--- src/rtl/cptl_pkg.sv ---
`default_nettype none
package cptl_pkg;

    localparam int CHUNK_SIZE = 4096;
    localparam int ADDR_W     = $clog2(CHUNK_SIZE);
    localparam int CNT_W      = $clog2(CHUNK_SIZE + 1);
    localparam int LH_W       = CNT_W + 2;

    localparam int OFF_W   = 12;
    localparam int VAL_W   = 8;
    localparam int ENT_W   = OFF_W + VAL_W + 1;
    localparam int CYC_W   = 32;
    localparam int LAST_W  = 13;
    localparam int OCC_W   = 13;
    localparam int OCC_MAX = (1 << OCC_W) - 1;
    localparam int ACC_W   = CNT_W + OFF_W + 1;

    // slave tdata layout, lowest bit first
    localparam int QC_LSB   = 0;
    localparam int EOFF_LSB = QC_LSB + CYC_W;
    localparam int EVAL_LSB = EOFF_LSB + OFF_W;
    localparam int EDEF_BIT = EVAL_LSB + VAL_W;
    localparam int PDEF_BIT = EDEF_BIT + 1;
    localparam int LAST_LSB = PDEF_BIT + 1;
    localparam int S_USED_W = LAST_LSB + LAST_W;
    localparam int S_DATA_W = ((S_USED_W + 7) / 8) * 8;

    // master tdata layout
    localparam int M_USED_W = VAL_W + CYC_W + OCC_W;
    localparam int M_DATA_W = ((M_USED_W + 7) / 8) * 8;
    localparam int M_PAD_W  = M_DATA_W - M_USED_W;

    typedef enum logic [1:0] {
        ACT_CLEAR  = 2'd0,
        ACT_APPEND = 2'd1,
        ACT_LOOKUP = 2'd2,
        ACT_OCC    = 2'd3
    } action_t;

    typedef enum logic [2:0] {
        STAT_FOUND    = 3'd0,
        STAT_NOTFOUND = 3'd1,
        STAT_UNDEF    = 3'd2,
        STAT_DONE     = 3'd3,
        STAT_FULL     = 3'd4
    } status_t;

    typedef struct packed {
        logic load;
        logic exec_cl;
        logic exec_ap;
        logic res_nf;
        logic res_occ0;
        logic rd0;
        logic lk_init;
        logic lk_rd;
        logic lk_res;
        logic lk_step;
        logic walk_start;
        logic walk;
        logic occ_fin;
    } cmd_t;

    typedef struct packed {
        action_t act;
        logic    out_free;
        logic    cnt_zero;
        logic    first_gt;
        logic    lk_empty;
        logic    lk_match;
        logic    walk_done;
    } sts_t;

endpackage
`default_nettype wire

--- src/rtl/cptl_ctrl.sv ---
`default_nettype none
module cptl_ctrl (
    input  wire logic          clk,
    input  wire logic          rst_n,
    input  wire logic          s_tvalid,
    output logic               s_tready,
    input  wire cptl_pkg::sts_t sts,
    output cptl_pkg::cmd_t     cmd
);

    typedef enum logic [5:0] {
        S_IDLE    = 6'b000001,
        S_EXEC    = 6'b000010,
        S_LK_CHK0 = 6'b000100,
        S_LK_RD   = 6'b001000,
        S_LK_EVAL = 6'b010000,
        S_OC_RUN  = 6'b100000
    } state_t;

    state_t state_reg, state_next;

    always_ff @(posedge clk or negedge rst_n)
    begin
        if (!rst_n)
        begin
            state_reg <= S_IDLE;
        end
        else
        begin
            state_reg <= state_next;
        end
    end

    always_comb
    begin
        state_next = state_reg;
        cmd        = '0;
        s_tready   = 1'b0;
        case (state_reg)
            S_IDLE:
            begin
                s_tready = sts.out_free;
                if (s_tvalid && sts.out_free)
                begin
                    cmd.load   = 1'b1;
                    state_next = S_EXEC;
                end
            end
            S_EXEC:
            begin
                state_next = S_IDLE;
                case (sts.act)
                    cptl_pkg::ACT_CLEAR:  cmd.exec_cl = 1'b1;
                    cptl_pkg::ACT_APPEND: cmd.exec_ap = 1'b1;
                    cptl_pkg::ACT_LOOKUP:
                    begin
                        if (sts.cnt_zero)
                        begin
                            cmd.res_nf = 1'b1;
                        end
                        else
                        begin
                            cmd.rd0    = 1'b1;
                            state_next = S_LK_CHK0;
                        end
                    end
                    cptl_pkg::ACT_OCC:
                    begin
                        if (sts.cnt_zero)
                        begin
                            cmd.res_occ0 = 1'b1;
                        end
                        else
                        begin
                            cmd.walk_start = 1'b1;
                            state_next     = S_OC_RUN;
                        end
                    end
                    default: state_next = S_IDLE;
                endcase
            end
            S_LK_CHK0:
            begin
                if (sts.first_gt)
                begin
                    cmd.res_nf = 1'b1;
                    state_next = S_IDLE;
                end
                else
                begin
                    cmd.lk_init = 1'b1;
                    state_next  = S_LK_RD;
                end
            end
            S_LK_RD:
            begin
                // search range exhausted only when offsets are not strictly ascending
                if (sts.lk_empty)
                begin
                    cmd.res_nf = 1'b1;
                    state_next = S_IDLE;
                end
                else
                begin
                    cmd.lk_rd  = 1'b1;
                    state_next = S_LK_EVAL;
                end
            end
            S_LK_EVAL:
            begin
                if (sts.lk_match)
                begin
                    cmd.lk_res = 1'b1;
                    state_next = S_IDLE;
                end
                else
                begin
                    cmd.lk_step = 1'b1;
                    state_next  = S_LK_RD;
                end
            end
            S_OC_RUN:
            begin
                if (sts.walk_done)
                begin
                    cmd.occ_fin = 1'b1;
                    state_next  = S_IDLE;
                end
                else
                begin
                    cmd.walk = 1'b1;
                end
            end
            default: state_next = S_IDLE;
        endcase
    end

endmodule
`default_nettype wire

--- config.mk ---
export PLATFORM = sky130hd
export DESIGN_NAME = cptl_ctrl
export DESIGN_NICKNAME = d
export VERILOG_FILES = /design/src/rtl/cptl_pkg.sv /design/src/rtl/cptl_ctrl.sv
export SDC_FILE = /design/constraint.sdc
export NUM_CORES = 1
export LEC_CHECK = 0
export BUFFER_PORTS_ARGS = -buffer_cell sky130_fd_sc_hd__buf_2
export CORE_AREA = 10 10 47 49
export DETAILED_ROUTE_END_ITERATION = 16
export DIE_AREA = 0 0 57 59
export SKIP_CTS_REPAIR_TIMING = 1
export SLEW_MARGIN = 20
export SYNTH_ARGS = -nofsm -noshare
export SYNTH_HDL_FRONTEND = slang
export SYNTH_SLANG_ARGS = --single-unit
--- constraint.sdc ---
create_clock -name clk -period 2.48 [get_ports clk]
set_clock_uncertainty 0.05 [all_clocks]
set_input_delay 0.496 -clock clk [delete_from_list [all_inputs] [get_ports clk]]
set_output_delay 0.496 -clock clk [all_outputs]
set_load 0.01 [all_outputs]
==> results by group, run 1 <==
Yosys
  – Async S/R FF share, synth: 100%
  – Dominant cell type by area after synthesis: dfrtp_1
  – Post-synth EDFFs: 0
  – Share of the synthesized area in the top cell type: 28.4%
  – Synth area leaders: dfrtp_1 (28%), nor2_1 (12%), dfstp_2 (6.0%)
  – Syn Inst Count: 55
  – Synth Flop Type: dfrtp_1
  – Syn avg cell area: 8.01 um2
  – Register area share after synthesis: 34.4%
  – Synthesis Warnings: 0
  – Synthesized Nets: 66
  – Count leader, synth: nor2_1
  – List of most frequent post-synthesis cells: nor2_1 (14), dfrtp_1 (5), nand2_1 (4), nand3b_1 (3)
  – Distinct cells, synth: 26
  – Mapped Area: 440 um2
  – FF+latch count, synth: 6

Critical path
  – Reg-to-Reg Start: state_reg[0]
  – Flop-to-flop setup slack: 0.72 ns
  – CP arrival: 1.90 ns
  – WS Path Type: flop to output pin
  – Worst Setup Start Kind: flop
  – Worst-path maximum fanout: 5
  – Reg2reg end: state_reg[0]
  – Critical Path RT: 1.93 ns
  – CP endpoint kind: output pin
  – Reg2Reg Depth: 3

GRT
  – GR Util met2: 13.3%
  – GR Util met1: 6.93%
  – Vias in the first global route: 497
  – Met3 Track Usage GR: 3.22%
  – First-pass GRT wire length: 2030 um
  – Gr busiest metal: met2
  – Largest net degree at the start of global routing: 10
  – Initial antenna violation count: 0
  – GRT Total Usage: 7.54%
  – GR Overflow Total: 0

STA
  – Endpoints failing hold: 0
  – Fmax: 409 MHz
  – Final Max Tran Viols: 0
  – Max_slew headroom: 82.9%
  – RSZ-0062 raised after global routing: true
  – Final worst slack: 0.0346 ns
  – Endpoints failing setup: 0
  – Worst-margin pin slew: 0.255 ns
  – Min cycle time layout: 2.45 ns
  – Fin crit share: 98.6%
  – Setup_tns: 0 ns
  – WHS: 0.394 ns

Clocking
  – CTS tree: built
  – CTS Root Cell: clkbuf_4
  – Clock latency on the worst-skew pair: 0.25 ns
  – CTS sink count: 6
  – Clk slew on worst S/H paths: 0.04 ns
  – Htree depth: 1
  – TritonCTS Buffers: 3
  – Clk buf depth: 2

Die
  – # IOs: 25
  – Starting density of the core: 31.4%
  – Core Area: 1400 um2
  – DIE HEIGHT: 59 um
  – Die area: 3360 um2
  – Rows: 14
  – DIE WIDTH: 57 um

Flow run
  – Max Cap Viol: 0

Min path
  – Destination of the worst hold path: state_reg[4]
  – Hold Path Depth: 2
  – Hold crit path type: primary input to flop
  – Min-delay src: sts[2]

Layout
  – Synthesis-to-layout area growth: 44.3%
  – Final non-filler cell total: 101
  – Max reg flops: 6
  – Layout cells sized above 1: 43.5%
  – Diode count: 0
  – Nets: 97
  – Fillcell total: 148

Routing
  – Vias: 507
  – WL final: 1310 um
  – Starting DRT DRC Count: 9
  – Drt pass-1 iters: 4
  – DR WL/cell: 13.0 um
  – Routed Antenna Nets: 0
  – Number of remaining DRC errors: 0
  – Number of vias per cell: 5.02

Pwr
  – Sw frac: 33.5%
  – Int Pwr: 0.246 mW
  – VDD IR max: 224 uV
  – Power Density: 582 nW/um2
  – Combinational share of power: 37.9%
  – Seq pwr share: 34.9%
  – Leakage: 0.323 nW
  – Sw power: 0.124 mW
  – Clk network pwr share: 27.2%

Placement
  – Place WS: 0.264 ns
  – Detailed placement HPWL: 1050 um
  – DP Cell Count: 95
  – Number of port buffers: 24
  – Routability congestion estimate from global placement: 0.774

Run status
  – Run status: completed
worst max path at each step:
stage	from	to	slack (ns)	cells past startpoint
after floorplan	state_reg[3]	cmd[9]	0.35	5
after global placement	state_reg[4]	cmd[1]	0.27	4
after detailed placement	state_reg[4]	cmd[1]	0.26	4
after CTS	state_reg[4]	cmd[9]	-0.001	5
after global routing	state_reg[0]	cmd[1]	-0.02	4
final	state_reg[0]	cmd[1]	0.03	4
critical path: stages (launching register included):
cell	delay (ns)
dfstp_2	0.37
or4_4	0.57
or4b_4	0.56
inv_2	0.07
buf_6	0.09
cells in the final DEF (no fill, tap or decap), types with 3 or more instances in the layout:
cell / count
buf_2: 23
buf_4: 3
clkbuf_4: 3
dfrtp_1: 4
nand2_1: 4
nand3b_1: 3
nor2_1: 14
power by group through the flow:
stage               registers [mW]  clock network, mW  logic [mW]
finish                       0.129              0.100       0.140
global route                 0.130              0.113       0.154
CTS                          0.132              0.105       0.125
detailed placement           0.133                  0       0.125
global placement             0.133                  0       0.122
floorplan                    0.124                  0      0.0948
per-layer routing:
| metal | vias up | part of all wire (%) |
|---|---|---|
| li1 | 258 | - |
| met1 | 228 | 39 |
| met2 | 19 | 53 |
| met3 | 2 | 6.6 |
| met4 | 0 | 0.84 |
| met5 | - | 0 |
cell families (layout without fill, tap and decap cells):
kind of cell           after synthesis  count (layout)  share of synthesized area, %
DFF                                  6               6                          34.4
and+or+nand+nor                     37              37                          49.4
buffers and inverters                4              34                          5.40
AOI/OAI and AO/OA                    8               8                          10.8
area by class of cell:
type | instances | area, um2 | area share (%)
multi-input combinational | 45 | 270 | 42.5
timing repair buffer | 28 | 159 | 25.0
sequential | 6 | 153 | 24.0
clock buffer | 4 | 26.3 | 4.13
tap | 16 | 20.0 | 3.15
inverter | 2 | 7.51 | 1.18
metrics by stage:
| step | total power, mW | util, % | instance area [um2] |
|---|---|---|---|
| 6_report | 0.370 | 45.4 | 636 |
| 2_1_floorplan | 0.219 | - | 440 |
| 4_1_cts | 0.361 | 43.2 | 606 |
| 5_1_grt | 0.397 | 45.4 | 636 |
| 3_5_place_dp | 0.258 | 41.3 | 579 |
| 3_3_place_gp | 0.255 | 41.3 | 579 |
Power figures use the tool's default switching activity.
==> run 2: changes to the inputs <==
Settings changed: RECOVER_POWER from default to 25.
==> run 2 against run 1 <==
Effect of this change: global-route usage is the same; sequential power is essentially flat; fmax is essentially flat; worst setup slack is essentially flat; register-to-register slack is essentially flat; design area shrank 0.20%; critical path depth is the same; combinational power is essentially flat; die area is the same; first-iteration DRC count is the same; sequential share of layout area is essentially flat; clock power is essentially flat; largest power group unchanged.
==> results by group, run 2 (synthesis results as in run 1) <==
Clocking
  – Clock latency on the worst-skew pair: 0.25 ns
  – TritonCTS Buffers: 3
  – CTS tree: built
  – Clk buf depth: 2
  – CTS Root Cell: clkbuf_4
  – CTS sink count: 6
  – Htree depth: 1
  – Clk slew on worst S/H paths: 0.04 ns

GRT
  – Met3 Track Usage GR: 3.22%
  – GR Overflow Total: 0
  – Vias in the first global route: 497
  – First-pass GRT wire length: 2030 um
  – GRT Total Usage: 7.54%
  – Gr busiest metal: met2
  – Largest net degree at the start of global routing: 10
  – GR Util met2: 13.3%
  – GR Util met1: 6.93%
  – Initial antenna violation count: 0

Critical path
  – Critical path destination: cmd[1]
  – Slowest CP cell: or4_4
  – Critical Path RT: 1.93 ns
  – CP endpoint kind: output pin
  – CP max stage delay: 0.57 ns
  – CP arrival: 1.90 ns
  – Crit path from: state_reg[0]
  – WS Path Type: flop to output pin
  – CP Cell Sequence: or4_4 > or4b_4 > inv_2 > buf_6
  – Reg-to-Reg Start: state_reg[0]
  – Reg2reg end: state_reg[0]
  – Worst-path maximum fanout: 5
  – Worst Setup Start Kind: flop
  – Flop-to-flop setup slack: 0.72 ns
  – Reg2Reg Depth: 3

STA
  – Endpoints failing hold: 0
  – WHS: 0.394 ns
  – Final Max Tran Viols: 0
  – Worst-margin pin slew: 0.348 ns
  – Final worst slack: 0.0345 ns
  – Max_slew headroom: 76.8%
  – Fmax: 409 MHz
  – Min cycle time layout: 2.45 ns
  – RSZ-0062 raised after global routing: true
  – Endpoints failing setup: 0
  – Fin crit share: 98.6%

Pwr
  – Leakage: 0.320 nW
  – VDD IR max: 224 uV
  – Power Density: 583 nW/um2

Placement
  – Detailed placement HPWL: 1050 um
  – Number of port buffers: 24
  – Routability congestion estimate from global placement: 0.774
  – Place WS: 0.264 ns

Routing
  – Drt pass-1 iters: 4
  – DR WL/cell: 12.9 um
  – Vias: 507
  – Number of vias per cell: 5.02
  – WL final: 1310 um
  – Starting DRT DRC Count: 9
  – Routed Antenna Nets: 0
  – Number of remaining DRC errors: 0

Die
  – Core Area: 1400 um2
  – Die area: 3360 um2
  – # IOs: 25
  – DIE WIDTH: 57 um
  – DIE HEIGHT: 59 um
  – Rows: 14
  – Starting density of the core: 31.4%

Layout
  – Layout cells sized above 1: 42.4%
  – Max reg flops: 6
  – Synthesis-to-layout area growth: 44.0%
  – Nets: 97
  – Diode count: 0
  – Commonest non-fill, non-tap cell in the layout: buf_2
  – Most frequent cells in the layout: buf_2 (22), nor2_1 (14), nand2_1 (4), dfrtp_1 (4)

Min path
  – Hold crit path type: primary input to flop

Flow run
  – Max Cap Viol: 0

Run status
  – Run status: completed
==> run 2: changes by cell type in the layout (fill, tap and decap cells not counted), sizes merged <==
cell / previous run / this run
clkbuf: 4 / 5
buf: 27 / 26
==> run 2: how the worst min path moves through the flow <==
stage	depth (start not counted)	to	from	slack, ns
final	2	state_reg[4]	sts[2]	0.39
after global routing	2	state_reg[4]	sts[2]	0.39
after CTS	1	state_reg[3]	rst_n	0.004
after detailed placement	1	state_reg[2]	rst_n	0.28
after global placement	1	state_reg[2]	rst_n	0.29
after floorplan	0	state_reg[1]	rst_n	0.15
==> run 2: critical path: cells and delay by family, from the launching register on <==
family / cells / cell delay (ns)
DFF: 1 / 0.37
and+or+nand+nor: 2 / 1.13
buffers and inverters: 2 / 0.16
==> run 2: layout make-up <==
| class | instances | area [um2] |
|---|---|---|
| repair buffers | 28 | 158 |
| flip-flops and latches | 6 | 153 |
| multi-input cells | 45 | 270 |
| clock buffers | 4 | 26.3 |
| inverters | 2 | 7.51 |
| well taps | 16 | 20.0 |
| fillers | 149 | 767 |
==> run 2: routing by layer <==
metal / vias to the layer above / wire [um]
met1: 228 / 516
met2: 19 / 691
met4: 0 / 11
met5: - / 0
li1: 258 / -
met3: 2 / 86
==> run 2: metrics by stage <==
stage	power [mW]	cell area (um2)	std cells	util [%]	setup TNS (ns)
3_3_place_gp	0.255	579	95	41.3	0
3_5_place_dp	0.258	579	95	41.3	0
4_1_cts	0.361	606	99	43.2	-0.00169
2_1_floorplan	0.219	440	55	-	0
5_1_grt	0.397	634	101	45.3	-0.0211
6_report	0.370	634	101	45.3	0
==> run 2: power by group <==
part | switching (mW) | internal (mW)
sequential | 0.0144 | 0.115
combinational | 0.0703 | 0.0697
clock | 0.0393 | 0.0612
total | 0.124 | 0.246
